File: src/rtl/rcp_pkg.sv
// ----------------------------------------------------------------------------
// rcp_pkg
// Shared types and constants of the RTMP chunk packetizer: item structs,
// command format between front and back, register indexes, header layout.
// ----------------------------------------------------------------------------
package rcp_pkg;

  // Type-0 chunk header length on the wire
  localparam int unsigned HEADER_BYTES = 12;
  // Extended timestamp field length
  localparam int unsigned EXT_BYTES    = 4;
  // Payload command slots: type-3 byte, four timestamp bytes, data byte
  localparam int unsigned PAY_SLOTS    = 1 + EXT_BYTES + 1;
  localparam int unsigned SLOT_W       = $clog2(HEADER_BYTES);
  localparam int unsigned NBYTES_W     = $clog2(HEADER_BYTES + 1);
  localparam int unsigned QUEUE_DEPTH  = 2;

  localparam logic [23:0] EXT_MARK       = 24'hFFFFFF;
  localparam logic [5:0]  CS_LOW         = 6'd2;
  localparam logic [23:0] CHUNK_SIZE_RST = 24'd128;
  localparam logic [1:0]  FMT_TYPE0      = 2'b00;
  localparam logic [1:0]  FMT_TYPE3      = 2'b11;
  localparam logic        REQ_HEADER     = 1'b0;

  localparam logic [SLOT_W-1:0] SLOT_TYPE3    = SLOT_W'(0);
  localparam logic [SLOT_W-1:0] SLOT_EXT0     = SLOT_W'(1);
  localparam logic [SLOT_W-1:0] SLOT_DATA     = SLOT_W'(PAY_SLOTS - 1);
  localparam logic [SLOT_W-1:0] SLOT_HDR_LAST = SLOT_W'(HEADER_BYTES - 1);

  typedef enum logic [0:0] {
    CFG_CHUNK_SIZE = 1'b0,
    CFG_ACK_WINDOW = 1'b1
  } cfg_idx_e;

  typedef enum logic [1:0] {
    CMD_HEADER  = 2'd0,
    CMD_PAYLOAD = 2'd1,
    CMD_ERROR   = 2'd2
  } cmd_kind_e;

  typedef struct packed {
    logic        req_type;
    logic [7:0]  msg_type;
    logic [31:0] stream_id;
    logic [31:0] msg_stamp;
    logic [5:0]  chunk_stream;
    logic [23:0] body_length;
    logic [7:0]  data_byte;
  } in_item_t;

  typedef struct packed {
    logic [7:0]  out_byte;
    logic        byte_valid;
    logic        run_last;
    logic        message_done;
    logic        ack_due;
    logic [31:0] ack_value;
    logic        bad_chunk_id;
  } out_item_t;

  typedef struct packed {
    cmd_kind_e   kind;
    logic [5:0]  chunk_stream;
    logic [31:0] stamp;
    logic        ext;
    logic        boundary;
    logic [7:0]  msg_type;
    logic [31:0] stream_id;
    logic [23:0] body_length;
    logic [7:0]  data_byte;
    logic        finish;
    logic        ack_due;
    logic [31:0] ack_value;
  } cmd_t;

endpackage

File: src/rtl/rcp_front.sv
// ----------------------------------------------------------------------------
// rcp_front
// Accepts items, tracks message and chunk state and byte totals, and turns
// each header and open-message payload item into one sequencer command.
// ----------------------------------------------------------------------------
module rcp_front
  import rcp_pkg::*;
(
  input  logic        clk_i,
  input  logic        rst_ni,
  input  logic [23:0] chunk_size_i,
  input  logic [31:0] ack_window_i,
  input  logic        in_valid_i,
  input  in_item_t    in_item_i,
  output logic        in_ready_o,
  output logic        push_o,
  output cmd_t        cmd_o,
  input  logic        push_ready_i
);

  logic        active_q, active_d;
  logic        ext_q, ext_d;
  logic [31:0] stamp_q, stamp_d;
  logic [5:0]  cs_q, cs_d;
  logic        started_q, started_d;
  logic [23:0] fill_q, fill_d;
  logic [23:0] remain_q, remain_d;
  // total_sent plus bytes of the open message
  logic [31:0] run_total_q, run_total_d;
  // run_total minus total at the last acknowledgement
  logic [31:0] since_ack_q, since_ack_d;

  logic                accept;
  logic [23:0]         limit;
  logic                boundary;
  logic [23:0]         fill_base;
  logic                ext_now;
  logic                finish;
  logic                ack;
  logic [NBYTES_W-1:0] nbytes;
  logic [31:0]         run_new;
  logic [31:0]         since_new;

  assign in_ready_o = push_ready_i;
  assign accept     = in_valid_i & push_ready_i;

  assign limit     = (chunk_size_i == '0) ? 24'd1 : chunk_size_i;
  assign boundary  = started_q && (fill_q >= limit);
  assign fill_base = boundary ? '0 : fill_q;
  assign ext_now   = ext_q && (fill_base == '0);

  always_comb begin
    active_d  = active_q;
    ext_d     = ext_q;
    stamp_d   = stamp_q;
    cs_d      = cs_q;
    started_d = started_q;
    fill_d    = fill_q;
    remain_d  = remain_q;
    push_o    = 1'b0;
    finish    = 1'b0;
    nbytes    = '0;
    cmd_o     = '0;
    cmd_o.kind = CMD_HEADER;

    if (accept) begin
      if (in_item_i.req_type == REQ_HEADER) begin
        // a new header abandons any open message; its bytes stay counted
        push_o = 1'b1;
        if (in_item_i.chunk_stream < CS_LOW) begin
          cmd_o.kind = CMD_ERROR;
          active_d   = 1'b0;
        end else begin
          ext_d     = in_item_i.msg_stamp >= 32'(EXT_MARK);
          stamp_d   = in_item_i.msg_stamp;
          cs_d      = in_item_i.chunk_stream;
          started_d = 1'b0;
          fill_d    = '0;
          remain_d  = in_item_i.body_length;
          finish    = (in_item_i.body_length == '0);
          active_d  = !finish;
          nbytes    = NBYTES_W'(HEADER_BYTES);

          cmd_o.kind         = CMD_HEADER;
          cmd_o.chunk_stream = in_item_i.chunk_stream;
          cmd_o.stamp        = in_item_i.msg_stamp;
          cmd_o.ext          = ext_d;
          cmd_o.msg_type     = in_item_i.msg_type;
          cmd_o.stream_id    = in_item_i.stream_id;
          cmd_o.body_length  = in_item_i.body_length;
        end
      end else if (active_q) begin
        push_o    = 1'b1;
        fill_d    = fill_base + 24'd1;
        started_d = 1'b1;
        remain_d  = remain_q - 24'd1;
        finish    = (remain_q == 24'd1);
        active_d  = !finish;
        nbytes    = NBYTES_W'(1) + NBYTES_W'(boundary)
                  + (ext_now ? NBYTES_W'(EXT_BYTES) : '0);

        cmd_o.kind         = CMD_PAYLOAD;
        cmd_o.chunk_stream = cs_q;
        cmd_o.stamp        = stamp_q;
        cmd_o.ext          = ext_now;
        cmd_o.boundary     = boundary;
        cmd_o.data_byte    = in_item_i.data_byte;
      end
    end

    run_new   = run_total_q + 32'(nbytes);
    since_new = since_ack_q + 32'(nbytes);
    ack       = finish && (ack_window_i != '0) && (since_new >= ack_window_i);

    run_total_d = run_new;
    since_ack_d = ack ? '0 : since_new;

    cmd_o.finish    = finish;
    cmd_o.ack_due   = ack;
    cmd_o.ack_value = ack ? run_new : '0;
  end

  always_ff @(posedge clk_i or negedge rst_ni) begin
    if (!rst_ni) begin
      active_q    <= 1'b0;
      ext_q       <= 1'b0;
      stamp_q     <= '0;
      cs_q        <= '0;
      started_q   <= 1'b0;
      fill_q      <= '0;
      remain_q    <= '0;
      run_total_q <= '0;
      since_ack_q <= '0;
    end else begin
      active_q    <= active_d;
      ext_q       <= ext_d;
      stamp_q     <= stamp_d;
      cs_q        <= cs_d;
      started_q   <= started_d;
      fill_q      <= fill_d;
      remain_q    <= remain_d;
      run_total_q <= run_total_d;
      since_ack_q <= since_ack_d;
    end
  end

endmodule

File: src/rtl/rcp_queue.sv
// ----------------------------------------------------------------------------
// rcp_queue
// Short command queue between front and back.
// ----------------------------------------------------------------------------
module rcp_queue
  import rcp_pkg::*;
#(
  parameter int unsigned DEPTH = QUEUE_DEPTH
) (
  input  logic clk_i,
  input  logic rst_ni,
  input  logic push_i,
  input  cmd_t cmd_i,
  output logic ready_o,
  output logic valid_o,
  output cmd_t cmd_o,
  input  logic pop_i
);

  localparam int unsigned PTR_W = (DEPTH > 1) ? $clog2(DEPTH) : 1;
  localparam int unsigned CNT_W = $clog2(DEPTH + 1);

  cmd_t             mem_q [DEPTH];
  logic [PTR_W-1:0] wr_ptr_q, wr_ptr_d;
  logic [PTR_W-1:0] rd_ptr_q, rd_ptr_d;
  logic [CNT_W-1:0] count_q, count_d;
  logic             do_push;
  logic             do_pop;

  assign ready_o = (count_q != CNT_W'(DEPTH));
  assign valid_o = (count_q != '0);
  assign cmd_o   = mem_q[rd_ptr_q];
  assign do_push = push_i && ready_o;
  assign do_pop  = pop_i && valid_o;

  always_comb begin
    wr_ptr_d = wr_ptr_q;
    rd_ptr_d = rd_ptr_q;
    if (do_push) begin
      wr_ptr_d = (wr_ptr_q == PTR_W'(DEPTH - 1)) ? '0 : wr_ptr_q + PTR_W'(1);
    end
    if (do_pop) begin
      rd_ptr_d = (rd_ptr_q == PTR_W'(DEPTH - 1)) ? '0 : rd_ptr_q + PTR_W'(1);
    end
    count_d = count_q + CNT_W'(do_push) - CNT_W'(do_pop);
  end

  always_ff @(posedge clk_i) begin
    if (do_push) begin
      mem_q[wr_ptr_q] <= cmd_i;
    end
  end

  always_ff @(posedge clk_i or negedge rst_ni) begin
    if (!rst_ni) begin
      wr_ptr_q <= '0;
      rd_ptr_q <= '0;
      count_q  <= '0;
    end else begin
      wr_ptr_q <= wr_ptr_d;
      rd_ptr_q <= rd_ptr_d;
      count_q  <= count_d;
    end
  end

endmodule

File: src/rtl/rcp_back.sv
// ----------------------------------------------------------------------------
// rcp_back
// Byte sequencer: walks each command's slots, one wire word per cycle while
// the output is not stalled, into a registered output stage.
// ----------------------------------------------------------------------------
module rcp_back
  import rcp_pkg::*;
(
  input  logic      clk_i,
  input  logic      rst_ni,
  input  logic      cmd_valid_i,
  input  cmd_t      cmd_i,
  output logic      pop_o,
  output logic      out_valid_o,
  input  logic      out_ready_i,
  output out_item_t out_item_o
);

  localparam int unsigned HDR_W = HEADER_BYTES * 8;
  localparam int unsigned PAY_W = PAY_SLOTS * 8;

  logic              mid_q;
  logic [SLOT_W-1:0] slot_q;
  logic              out_valid_q;
  out_item_t         out_item_q;

  logic              advance;
  logic [SLOT_W-1:0] start_slot;
  logic [SLOT_W-1:0] cur;
  logic [SLOT_W-1:0] next_slot;
  logic              is_last;
  logic [23:0]       ts24;
  logic [HDR_W-1:0]  hdr_word;
  logic [HDR_W-1:0]  hdr_shift;
  logic [PAY_W-1:0]  pay_word;
  logic [PAY_W-1:0]  pay_shift;
  out_item_t         item;

  assign advance = cmd_valid_i && (!out_valid_q || out_ready_i);
  // payload skips the type-3 byte and the timestamp bytes it does not need
  assign start_slot = (cmd_i.kind != CMD_PAYLOAD) ? '0 :
                      cmd_i.boundary ? SLOT_TYPE3 : (cmd_i.ext ? SLOT_EXT0 : SLOT_DATA);
  assign cur     = mid_q ? slot_q : start_slot;

  assign ts24     = cmd_i.ext ? EXT_MARK : cmd_i.stamp[23:0];
  // stream id goes out little endian
  assign hdr_word = {FMT_TYPE0, cmd_i.chunk_stream, ts24, cmd_i.body_length,
                     cmd_i.msg_type, cmd_i.stream_id[7:0], cmd_i.stream_id[15:8],
                     cmd_i.stream_id[23:16], cmd_i.stream_id[31:24]};
  assign pay_word = {FMT_TYPE3, cmd_i.chunk_stream, cmd_i.stamp, cmd_i.data_byte};
  assign hdr_shift = hdr_word << {cur, 3'b000};
  assign pay_shift = pay_word << {cur, 3'b000};

  always_comb begin
    next_slot  = cur + SLOT_W'(1);
    is_last    = 1'b1;
    item       = '0;
    unique case (cmd_i.kind)
      CMD_HEADER: begin
        is_last         = (cur == SLOT_HDR_LAST);
        item.out_byte   = hdr_shift[HDR_W-1 -: 8];
        item.byte_valid = 1'b1;
      end
      CMD_PAYLOAD: begin
        if (cur == SLOT_TYPE3) begin
          next_slot = cmd_i.ext ? SLOT_EXT0 : SLOT_DATA;
        end
        is_last         = (cur == SLOT_DATA);
        item.out_byte   = pay_shift[PAY_W-1 -: 8];
        item.byte_valid = 1'b1;
      end
      CMD_ERROR: begin
        item.bad_chunk_id = 1'b1;
      end
      default: begin
        item.bad_chunk_id = 1'b1;
      end
    endcase
    item.run_last = is_last;
    if (is_last && cmd_i.finish) begin
      item.message_done = 1'b1;
      item.ack_due      = cmd_i.ack_due;
      item.ack_value    = cmd_i.ack_value;
    end
  end

  assign pop_o       = advance && is_last;
  assign out_valid_o = out_valid_q;
  assign out_item_o  = out_item_q;

  always_ff @(posedge clk_i) begin
    if (advance) begin
      out_item_q <= item;
    end
  end

  always_ff @(posedge clk_i or negedge rst_ni) begin
    if (!rst_ni) begin
      mid_q       <= 1'b0;
      slot_q      <= '0;
      out_valid_q <= 1'b0;
    end else begin
      if (advance) begin
        out_valid_q <= 1'b1;
        mid_q       <= !is_last;
        slot_q      <= next_slot;
      end else if (out_ready_i) begin
        out_valid_q <= 1'b0;
      end
    end
  end

endmodule

File: src/rtl/rtmp_chunk_packetizer.sv
// ----------------------------------------------------------------------------
// rtmp_chunk_packetizer
// Splits RTMP messages into a chunked byte stream with type-0 and type-3
// chunk headers, extended timestamps and acknowledgement flagging.
// ----------------------------------------------------------------------------
// Send a header item to open a message, then body_length payload-byte items.
// A header with a chunk stream id of 0 or 1 gives one word with bad_chunk_id
// set and closes the message; payload bytes with no open message are dropped
// without any word. Each header gives 12 words (the type-0 chunk header);
// each payload byte gives one word, plus one type-3 basic byte when it opens
// a new chunk, plus four timestamp bytes when the timestamp is extended and
// the byte opens a chunk. run_last marks the last word of one item,
// message_done the last word of a message, where ack_due and ack_value report
// an acknowledgement when the window is reached. The front takes one item
// per cycle while the two-entry command queue has room; the back sequencer
// emits one word per cycle while the output is not stalled.
// Write chunk_size (index 0) and ack_window (index 1) only while idle.
module rtmp_chunk_packetizer
  import rcp_pkg::*;
#(
  parameter int unsigned QUEUE_DEPTH_P = QUEUE_DEPTH
) (
  input  logic        clk_i,
  input  logic        rst_ni,
  input  logic        cfg_we_i,
  input  logic [0:0]  cfg_idx_i,
  input  logic [31:0] cfg_data_i,
  input  logic        in_valid_i,
  output logic        in_ready_o,
  input  in_item_t    in_item_i,
  output logic        out_valid_o,
  input  logic        out_ready_i,
  output out_item_t   out_item_o
);

  logic [23:0] chunk_size_q;
  logic [31:0] ack_window_q;

  logic        push;
  logic        push_ready;
  cmd_t        push_cmd;
  logic        cmd_valid;
  cmd_t        cmd;
  logic        pop;

  // Configuration registers: plain writes, no read-back
  always_ff @(posedge clk_i or negedge rst_ni) begin
    if (!rst_ni) begin
      chunk_size_q <= CHUNK_SIZE_RST;
      ack_window_q <= '0;
    end else if (cfg_we_i) begin
      unique case (cfg_idx_e'(cfg_idx_i))
        CFG_CHUNK_SIZE: chunk_size_q <= cfg_data_i[23:0];
        CFG_ACK_WINDOW: ack_window_q <= cfg_data_i;
        default: ;
      endcase
    end
  end

  // Front: classify items, advance chunk state and byte totals
  rcp_front u_front (
    .clk_i        (clk_i),
    .rst_ni       (rst_ni),
    .chunk_size_i (chunk_size_q),
    .ack_window_i (ack_window_q),
    .in_valid_i   (in_valid_i),
    .in_item_i    (in_item_i),
    .in_ready_o   (in_ready_o),
    .push_o       (push),
    .cmd_o        (push_cmd),
    .push_ready_i (push_ready)
  );

  // Hold commands so front and back stall on their own
  rcp_queue #(
    .DEPTH (QUEUE_DEPTH_P)
  ) u_queue (
    .clk_i   (clk_i),
    .rst_ni  (rst_ni),
    .push_i  (push),
    .cmd_i   (push_cmd),
    .ready_o (push_ready),
    .valid_o (cmd_valid),
    .cmd_o   (cmd),
    .pop_i   (pop)
  );

  // Back: expand each command into wire words
  rcp_back u_back (
    .clk_i       (clk_i),
    .rst_ni      (rst_ni),
    .cmd_valid_i (cmd_valid),
    .cmd_i       (cmd),
    .pop_o       (pop),
    .out_valid_o (out_valid_o),
    .out_ready_i (out_ready_i),
    .out_item_o  (out_item_o)
  );

endmodule

File: config.mk
export PLATFORM = sky130hd
export DESIGN_NAME = rtmp_chunk_packetizer
export DESIGN_NICKNAME = d
export VERILOG_FILES = /design/src/rtl/rcp_pkg.sv /design/src/rtl/rcp_front.sv /design/src/rtl/rcp_queue.sv /design/src/rtl/rcp_back.sv /design/src/rtl/rtmp_chunk_packetizer.sv
export SDC_FILE = /design/constraint.sdc
export NUM_CORES = 1
export LEC_CHECK = 0
export BUFFER_PORTS_ARGS = -buffer_cell sky130_fd_sc_hd__buf_2
export CORE_MARGIN = 3
export CORE_UTILIZATION = 50
export DETAILED_ROUTE_END_ITERATION = 7
export PLACE_DENSITY = 0.71
export SETUP_SLACK_MARGIN = 0.1
export SLEW_MARGIN = 15
export SYNTH_ARGS = -nofsm -noshare
export SYNTH_HDL_FRONTEND = slang
export SYNTH_HIERARCHICAL = 1
export SYNTH_SLANG_ARGS = --single-unit
File: constraint.sdc
create_clock -name clk_i -period 13.4 [get_ports clk_i]
set_input_delay 0.67 -clock clk_i [delete_from_list [all_inputs] [get_ports clk_i]]
set_output_delay 0.67 -clock clk_i [all_outputs]
set_load 0.02 [all_outputs]
==> results of run 1 <==
## Yosys cell counts, types with 52 or more instances
cell / number / area, um^2
mux2_4: 121 / 1817
nand2_1: 319 / 1197
and2_1: 133 / 832.1
ha_1: 68 / 850.8
nor2_1: 69 / 259.0
dfrtp_1: 218 / 5455
inv_1: 105 / 394.1
o21ai_0: 102 / 510.5
a21oi_1: 96 / 480.5
nand3_1: 63 / 315.3
edfxtp_1: 341 / 10240
mux2_2: 76 / 855.8
clkbuf_1: 52 / 195.2
## sequential cells by signal, summed over array words and instances (netlist names)
signal / cells
ack_window_q: 32
chunk_size_q: 24
u_back/mid_q: 1
u_back/out_item_o: 45
u_back/out_valid_o: 1
u_back/slot_q: 4
u_front/active_q: 1
u_front/cs_q: 6
u_front/ext_q: 1
u_front/fill_q: 24
u_front/remain_q: 24
u_front/run_total_q: 32
u_front/since_ack_q: 32
u_front/stamp_q: 32
u_front/started_q: 1
u_queue/count_q: 2
u_queue/mem_q: 296
u_queue/rd_ptr_q: 1
u_queue/wr_ptr_q: 1
## layout make-up
cell class | instances | area, um^2 | share of cell area
multi-input cells | 1558 | 11320 | 0.3586
clock buffers | 74 | 1593 | 0.05046
flip-flops and latches | 560 | 15730 | 0.4982
well taps | 748 | 935.9 | 0.02965
clock inverters | 36 | 473.0 | 0.01498
inverters | 108 | 410.4 | 0.01300
diodes | 4 | 10.01 | 0.0003171
repair buffers | 210 | 1099 | 0.03480
## worst paths after layout
path / start / endpoint / slack (ns) / cells past startpoint
max reg2reg: chunk_size_q[13]$_DFFE_PN0P_ / u_queue/mem_q[0][8]$_DFFE_PP_ / 5.04 / 27
min in group clk_i: in_item_i[57] / u_front/stamp_q[19]$_DFFE_PN0P_ / 0.27 / 3
min reg2reg: u_front/stamp_q[31]$_DFFE_PN0P_ / u_front/stamp_q[31]$_DFFE_PN0P_ / 0.48 / 2
max in group asynchronous: rst_ni / u_front/stamp_q[28]$_DFFE_PN0P_ / 11.88 / 2
max: chunk_size_q[13]$_DFFE_PN0P_ / u_queue/mem_q[0][8]$_DFFE_PP_ / 5.04 / 27
min: rst_ni / ack_window_q[30]$_DFFE_PN0P_ / 0.07 / 1
## report_power, final
part	total, W	switching [W]	internal (W)
registers	0.00258	0.000254	0.00233
logic	0.00195	0.00113	0.000816
clock network	0.00173	0.000689	0.00104
## layer usage
layer / vias to the layer above / global-route usage
met4: 0 / 0.07768
met2: 632 / 0.3800
met3: 117 / 0.03380
met1: 9470 / 0.3071
li1: 8872 / -
met5: - / 0
## metrics by stage
step,util,hold WS [ns],cells
after floorplan,-,0.3744,2337
final,0.5707,0.07319,3298
after global placement,0.5332,0.4571,3184
after CTS,0.5706,0.1080,3294
after detailed placement,0.5332,0.4662,3184
after global routing,0.5707,0.1459,3297
## placed cells by master, fill, tap and decap left out, types with 14 or more instances in the layout
cell / netlist / routed
a211o_1: 15 / 15
a211oi_1: 14 / 14
a21oi_1: 96 / 96
and2_1: 133 / 133
and3_1: 33 / 32
buf_2: 21 / 194
buf_4: 6 / 15
clkbuf_16: 0 / 59
dfrtp_1: 218 / 217
edfxtp_1: 341 / 341
ha_1: 68 / 68
inv_1: 105 / 103
mux2_1: 30 / 30
mux2_2: 76 / 76
mux2_4: 121 / 121
mux2i_1: 27 / 27
nand2_1: 319 / 319
nand3_1: 63 / 63
nand4_1: 30 / 30
nor2_1: 69 / 68
nor3_1: 30 / 30
nor4_1: 35 / 35
o211ai_1: 17 / 17
o21ai_0: 102 / 102
o22ai_1: 21 / 21
or3_1: 24 / 24
xnor2_1: 18 / 18
## cells by family (layout without fill, tap and decap cells)
kind of cell,after synthesis,after routing,synth area share
buffers and inverters,219,428,0.03813
AO/OA/AOI/OAI,387,387,0.08980
multiplexers,263,263,0.1240
AND/OR/NAND/NOR,806,806,0.1467
XOR/XNOR,31,31,0.009665
other,0,4,0
flip-flops,560,560,0.5597
adder cells (fa/ha/maj),71,71,0.03207
==> flow_summary.json, run 1 <==
{
  "syn_area_per_cell_um2": 12.02,
  "die_h_um": 243.0,
  "clockRootBuffer": "clkbuf_16",
  "start_kind": "flop",
  "clk_latency_ns": 0.63,
  "setup_viol_count_final": 0,
  "numCtsBuffers": 58,
  "wirelength_met1_um": 28730,
  "place_ws_ns": 5.227,
  "crit_buf_inv": 2,
  "hpwlAfterDp_um": 46320,
  "io_pins": 196,
  "grt-ovfl-total": 0,
  "rows": 86,
  "cts_setup_buffers": 0,
  "cts_buffer_depth": 3,
  "tns_ns": 0,
  "syn_to_final_growth_pct": 12.37,
  "holdCritPathClass": "primary input to async pin",
  "met3_length_um": 4185,
  "cp_max_fo": 42,
  "crit_required_ns": 13.76,
  "period_minus_slack_ns": 8.360,
  "max_cap_violations": 0,
  "num-nets-final": 2715,
  "via_per_inst": 5.789,
  "grt_pass1_wl_um": 107100,
  "rsz0062_at_grt": "false",
  "crit_arrival_ns": 8.72,
  "vias": 19090,
  "synth.distinct_cells": 91,
  "maxSlewHeadroom": 0.2303,
  "fin_skew_ns": 0.03433,
  "fin_area_mm2": 0.03157,
  "coreArea_mm2": 0.05531,
  "wl_um": 67860,
  "dieArea_mm2": 0.05906,
  "finalHoldViolations": 0,
  "cts_tree": "yes",
  "crit_top_cell": "a21oi_1",
  "slew_violations": 0,
  "timing.final.crit_share": 0.6239,
  "peakVddDrop_v": 0.0001382,
  "routed-wl-met2_um": 32930,
  "syn_nets": 2556,
  "yosys_warnings": 6,
  "yosys_most_used_dff": "edfxtp_1",
  "max_freq_mhz": 119.6,
  "max_slew.worst_pin.slew_ns": 1.155,
  "postCtsHoldBufs": 0,
  "drtAntennaViolNets": 0,
  "path_clk_slew_ns": 0.06,
  "fill_cells": 4541,
  "placed_area_mm2": 0.02949,
  "synth-seq-area-share": 0.5597,
  "drtIter0Drc": 1453,
  "start_util": 0.5079,
  "async_flop_share": 0.3911,
  "setup.worst_path.end_class": "flop",
  "synthesis.area_mm2": 0.02809,
  "synth-edff-count": 341,
  "post_drt_wl_per_cell_um": 20.58,
  "drive_above_1_share": 0.2152,
  "cts_resized": 0,
  "topRoutingLayerUsed": "met4",
  "cts_sinks": 560,
  "antenna_found_initial": 4,
  "power_w": 0.006256,
  "grt.total_usage": 0.2280,
  "setup_ws_ns": 5.040,
  "crit_type": "flop to flop",
  "portBuffers": 195,
  "ys_ff_latch": 560,
  "leakage_nw": 13.32,
  "cp_slowest_cell": "a311o_4",
  "drc": 0,
  "die_w_um": 243.0,
  "htreeDepth": 2,
  "drt_pass1_iterations": 5,
  "place_congestion": 0.9267,
  "cpPeakStageDelay_ns": 0.65,
  "first_global_vias": 19100,
  "status": "finished, final reports clean",
  "grt_max_degree": 103,
  "synthCells": 2337,
  "power.density_mw_per_mm2": 198.2,
  "critPathTopFamily": "compound AO/OA/AOI/OAI gates"
}
(Power assumes the default switching activity.)
==> inputs of run 2 (changes only) <==
Clock period 13.4 ns to 8.57 ns, I/O delays scaled along.
==> run 2 against run 1 <==
Effect of this change:
- critical endpoint is now u_front/since_ack_q[22]$_DFF_PN0_
- sequential power rose by 57%
- routed wire length rose by 0.52%
- critical path type unchanged
- final area decreased by 0.35%
- die area is the same
- clock skew down 0.021 ns
- setup slack lost 3.7 ns
- first-iteration DRC count fell by 0.28%
==> flow_summary.json, run 2 (same netlist as run 1, synthesis figures left out) <==
{
  "status": "finished, final reports clean",
  "multi_input_area_mm2": 0.01132,
  "slew_violations": 0,
  "cts_sinks": 560,
  "syn_to_final_growth_pct": 11.98,
  "place_inst": 3187,
  "start_kind": "flop",
  "dieArea_mm2": 0.05906,
  "htreeDepth": 2,
  "drtAntennaViolNets": 0,
  "vias": 18940,
  "peakVddDrop_v": 0.0002050,
  "fill_cells": 4576,
  "max_cap_violations": 0,
  "crit_top_cell": "ha_1",
  "maxSlewHeadroom": 0.2426,
  "final_common_cell": "edfxtp_1",
  "first_global_vias": 19320,
  "cp_slowest_cell": "o21ai_0",
  "largest_reg_flops": 296,
  "clockRootBuffer": "clkbuf_16",
  "regMostFlops": "u_queue/mem_q",
  "power_w": 0.009631,
  "period_minus_slack_ns": 7.203,
  "num-nets-final": 2719,
  "cts_buffer_depth": 3,
  "clk_latency_ns": 0.61,
  "setup.worst_path.end_class": "flop",
  "crit_type": "flop to flop",
  "cts_resized": 0,
  "coreArea_mm2": 0.05531,
  "path_clk_slew_ns": 0.06,
  "cts_tree": "yes",
  "hpwlAfterDp_um": 46940,
  "crit_required_ns": 9.10,
  "drt_pass1_iterations": 6,
  "post-route-util": 0.5687,
  "io_pins": 196,
  "start_util": 0.5079,
  "drive_above_1_share": 0.2162,
  "whs_ns": 0.03489,
  "post_drt_wl_per_cell_um": 20.68,
  "wl_um": 68210,
  "layout_common_cells": "341 x edfxtp_1, 319 x nand2_1, 217 x dfrtp_1",
  "tns_ns": 0,
  "cpPeakStageDelay_ns": 0.50,
  "grt-ovfl-total": 0,
  "grt_max_degree": 101,
  "timing.final.crit_share": 0.8405,
  "rows": 86,
  "grt_pass1_wl_um": 108300,
  "fin_skew_ns": 0.01360,
  "portBuffers": 195,
  "numCtsBuffers": 58,
  "die_w_um": 243.0,
  "ff_latch_area_mm2": 0.01573,
  "drc": 0,
  "max_freq_mhz": 138.8,
  "rsz0062_at_grt": "false",
  "drtIter0Drc": 1449,
  "setup_viol_count_final": 0,
  "power.density_mw_per_mm2": 306.2,
  "die_h_um": 243.0,
  "crit_arrival_ns": 7.73,
  "holdCritPathClass": "primary input to flop",
  "via_per_inst": 5.744,
  "antenna_found_initial": 1,
  "max_slew.worst_pin.slew_ns": 1.136,
  "leakage_nw": 13.28,
  "cp_max_fo": 41,
  "place_congestion": 0.9027,
  "grt.total_usage": 0.2294,
  "instances_no_fill": 3298,
  "finalHoldViolations": 0
}
## run 2: cell count changes in the layout (fill, tap and decap cells not counted), sizes merged
cell,before,now
inv,110,111
clkbuf,74,80
buf,210,213
bufinv,10,5
dlygate4sd3,0,1
clkinv,22,17
clkinvlp,2,4
diode,4,1
## run 2: metrics by stage
step	cell area, um^2	setup slack, ns
6_report	31460	1.367
5_1_grt	31450	0.9420
4_1_cts	31450	1.447
3_5_place_dp	29510	1.465
3_3_place_gp	29510	1.600
2_1_floorplan	28090	0.5104
## run 2: power by group
group          leakage [nW]  switching, W  total, W  internal (W)
Sequential             6.02      0.000407   0.00405       0.00364
Clock                 0.939       0.00105   0.00254       0.00149
Combinational          6.32       0.00177   0.00305       0.00128
## run 2: final cells by class
| cell class | count | share of cell area |
|---|---|---|
| diodes | 1 | 0.00007955 |
| clock buffers | 80 | 0.05199 |
| clock inverters | 29 | 0.009348 |
| inverters | 108 | 0.01305 |
| multi-input cells | 1558 | 0.3599 |
| flip-flops and latches | 560 | 0.4999 |
| well taps | 748 | 0.02975 |
| repair buffers | 214 | 0.03596 |
## run 2: worst max-delay path, delay by kind of cell (launching register included)
family / cells / cell delay [ns]
flip-flops: 1 / 0.42
AND/OR/NAND/NOR: 8 / 1.80
AO/OA/AOI/OAI: 13 / 3.30
XOR/XNOR: 1 / 0.23
multiplexers: 1 / 0.14
adder cells (fa/ha/maj): 3 / 0.74
buffers and inverters: 2 / 0.49
## run 2: what timing repair did
item | CTS | global route
buffers inserted | 0 | 0
endpoints found under the hold margin | 92 | 0
hold buffers | 1 | 0
## run 2: per-layer routing
metal | vias to the layer above | share of wire | wire length [um] | GRT usage
li1 | 8903 | - | - | -
met1 | 9317 | 0.43 | 29340 | 0.3104
met2 | 602 | 0.48 | 33010 | 0.3839
met3 | 121 | 0.059 | 4037 | 0.03767
met4 | 0 | 0.027 | 1830 | 0.06555
met5 | - | 0 | 0 | 0
## run 2: worst paths after layout
check / endpoint / cells after the start / startpoint / slack [ns]
max: u_front/since_ack_q[22]$_DFF_PN0_ / 28 / chunk_size_q[12]$_DFFE_PN0P_ / 1.37
min: ack_window_q[29]$_DFFE_PN0P_ / 2 / cfg_data_i[29] / 0.03
max reg2reg: u_front/since_ack_q[22]$_DFF_PN0_ / 28 / chunk_size_q[12]$_DFFE_PN0P_ / 1.37
min reg2reg: u_front/cs_q[0]$_DFFE_PN0P_ / 2 / u_front/cs_q[0]$_DFFE_PN0P_ / 0.48
max in group asynchronous: u_queue/rd_ptr_q$_DFFE_PN0P_ / 3 / rst_ni / 6.66
min in group asynchronous: ack_window_q[31]$_DFFE_PN0P_ / 2 / rst_ni / 0.40
==> inputs of run 3 (changes only) <==
Clock period 8.57 ns to 6.65 ns, I/O delays scaled along.
==> run 3 against run 2 <==
Effect of this change:
- clock power up 34%
- final area is 4.2% higher
- clock skew increased by 0.020 ns
- hold slack worse by 0.0094 ns
- power is 31% higher
- critical path depth up 1
- cell count increased by 3.5%
- non-clock buffer count increased by 114
- sequential share of layout area is 2.0 points lower
- largest power group unchanged
==> flow_summary.json, run 3 (same netlist as run 1, synthesis figures left out) <==
{
  "peakVddDrop_v": 0.0003528,
  "drtAntennaViolNets": 0,
  "fill_cells": 4413,
  "max_cap_violations": 0,
  "timing.final.crit_share": 0.9306,
  "critPathTopFamily": "compound AO/OA/AOI/OAI gates",
  "fin_skew_ns": 0.03354,
  "crit_required_ns": 7.17,
  "syn_to_final_growth_pct": 16.68,
  "die_w_um": 243.0,
  "cp_max_fo": 20,
  "die_h_um": 243.0,
  "layout_common_cells": "341 x edfxtp_1, 319 x nand2_1, 217 x dfrtp_1",
  "start_util": 0.5079,
  "path_clk_slew_ns": 0.06,
  "cts_buffer_depth": 3,
  "setup_ws_ns": 0.4616,
  "post_drt_wl_per_cell_um": 20.51,
  "setup.worst_path.end_class": "flop",
  "cts_tree": "yes",
  "largest_reg_flops": 296,
  "rows": 86,
  "vias": 19550,
  "holdCritPathClass": "primary input to flop",
  "clockRootBuffer": "clkbuf_16",
  "rr_worst_depth": 29,
  "regMostFlops": "u_queue/mem_q",
  "final_common_cell": "edfxtp_1",
  "place_ws_ns": 0.1788,
  "finalHoldViolations": 0,
  "drc": 0,
  "max_slew.worst_pin.slew_ns": 1.149,
  "crit_start": "chunk_size_q[22]$_DFFE_PN0P_",
  "setup_viol_count_final": 0,
  "wl_um": 70030,
  "leakage_nw": 13.82,
  "place_congestion": 0.9156,
  "tns_ns": 0,
  "grt_max_degree": 122,
  "via_per_inst": 5.727,
  "drt_pass1_iterations": 5,
  "cp.depth": 29,
  "cts_sinks": 560,
  "rsz0062_at_grt": "false",
  "crit_arrival_ns": 6.71,
  "crit_type": "flop to flop",
  "status": "finished, final reports clean",
  "r2r_setup_slack_ns": 0.46,
  "crit_buf_inv": 3,
  "grt.total_usage": 0.2354,
  "slew_violations": 0,
  "drive_above_1_share": 0.2157,
  "coreArea_mm2": 0.05531,
  "grt_pass1_wl_um": 111000,
  "rr_endpoint": "u_front/since_ack_q[20]$_DFF_PN0_",
  "r2r-start": "chunk_size_q[22]$_DFFE_PN0P_",
  "drtIter0Drc": 1641,
  "cpPeakStageDelay_ns": 0.40,
  "dieArea_mm2": 0.05906,
  "clk_latency_ns": 0.64,
  "portBuffers": 195,
  "period_minus_slack_ns": 6.188,
  "num-nets-final": 2835,
  "htreeDepth": 2,
  "antenna_found_initial": 2,
  "maxSlewHeadroom": 0.2341,
  "start_kind": "flop",
  "power.density_mw_per_mm2": 384.4,
  "antenna_cells": 0,
  "hpwlAfterDp_um": 46740,
  "numCtsBuffers": 60,
  "cp_slowest_cell": "dfrtp_1",
  "critPathCapture": "u_front/since_ack_q[20]$_DFF_PN0_",
  "io_pins": 196,
  "first_global_vias": 19880,
  "max_freq_mhz": 161.6,
  "grt-ovfl-total": 0
}
run 3: metrics by stage:
stage	power (W)	instances	instance area [um^2]	utilization	hold slack, ns
finish	0.01260	3414	32780	0.5926	0.02554
global route	0.01323	3414	32780	0.5926	0.01888
CTS	0.01267	3411	32670	0.5907	0.0007791
detailed placement	0.009184	3196	29610	0.5353	0.4660
global placement	0.009080	3196	29610	0.5353	0.4570
floorplan	0.008146	2337	28090	-	0.03691
run 3: repair_timing:
action	4_1_cts	5_1_grt
hold endpoints to repair	267	0
buffers inserted	0	3
hold buffers	103	0
endpoints found under the setup margin	0	98
gates resized for setup	0	23
run 3: where the power goes:
part	internal, W	total (W)	leakage [nW]	switching (W)
combinational	0.00171	0.00401	6.82	0.00230
sequential	0.00469	0.00519	6.02	0.000500
clock	0.00201	0.00340	0.982	0.00139
total	0.00841	0.0126	13.8	0.00419
run 3: worst min path at each step:
stage	to	cells past startpoint	startpoint	slack, ns
5_1_grt	u_queue/mem_q[0][41]$_DFFE_PP_	2	in_item_i[7]	0.02
2_1_floorplan	ack_window_q[0]$_DFFE_PN0P_	0	rst_ni	0.04
6_report	u_queue/mem_q[1][69]$_DFFE_PP_	2	in_item_i[73]	0.03
3_5_place_dp	u_front/stamp_q[1]$_DFFE_PN0P_	2	u_front/stamp_q[1]$_DFFE_PN0P_	0.47
4_1_cts	u_queue/mem_q[1][69]$_DFFE_PP_	2	in_item_i[73]	0.0008
3_3_place_gp	u_front/stamp_q[25]$_DFFE_PN0P_	2	u_front/stamp_q[25]$_DFFE_PN0P_	0.46
run 3: area by class of cell:
type / count / area (um^2) / share of cell area
clock buffers: 77 / 1637 / 0.04993
clock inverters: 35 / 396.6 / 0.01210
inverters: 108 / 412.9 / 0.01260
multi-input cells: 1558 / 11390 / 0.3474
flip-flops and latches: 560 / 15730 / 0.4798
well taps: 748 / 935.9 / 0.02855
repair buffers: 328 / 2282 / 0.06963
run 3: worst register-to-register path: cells and delay by family (launching register included):
family / cells / cell delay [ns]
muxes: 1 / 0.18
DFF: 1 / 0.40
AOI/OAI and AO/OA: 15 / 2.98
buffers and inverters: 3 / 0.53
adders and majority gates: 3 / 0.82
and+or+nand+nor: 7 / 1.15
run 3: layer usage:
layer | track usage | vias to the layer above | wire, um
met3 | 0.03988 | 143 | 3953
met5 | 0 | - | 23
met1 | 0.3141 | 9690 | 29760
met4 | 0.07979 | 4 | 2355
li1 | - | 9121 | -
met2 | 0.3921 | 595 | 33940
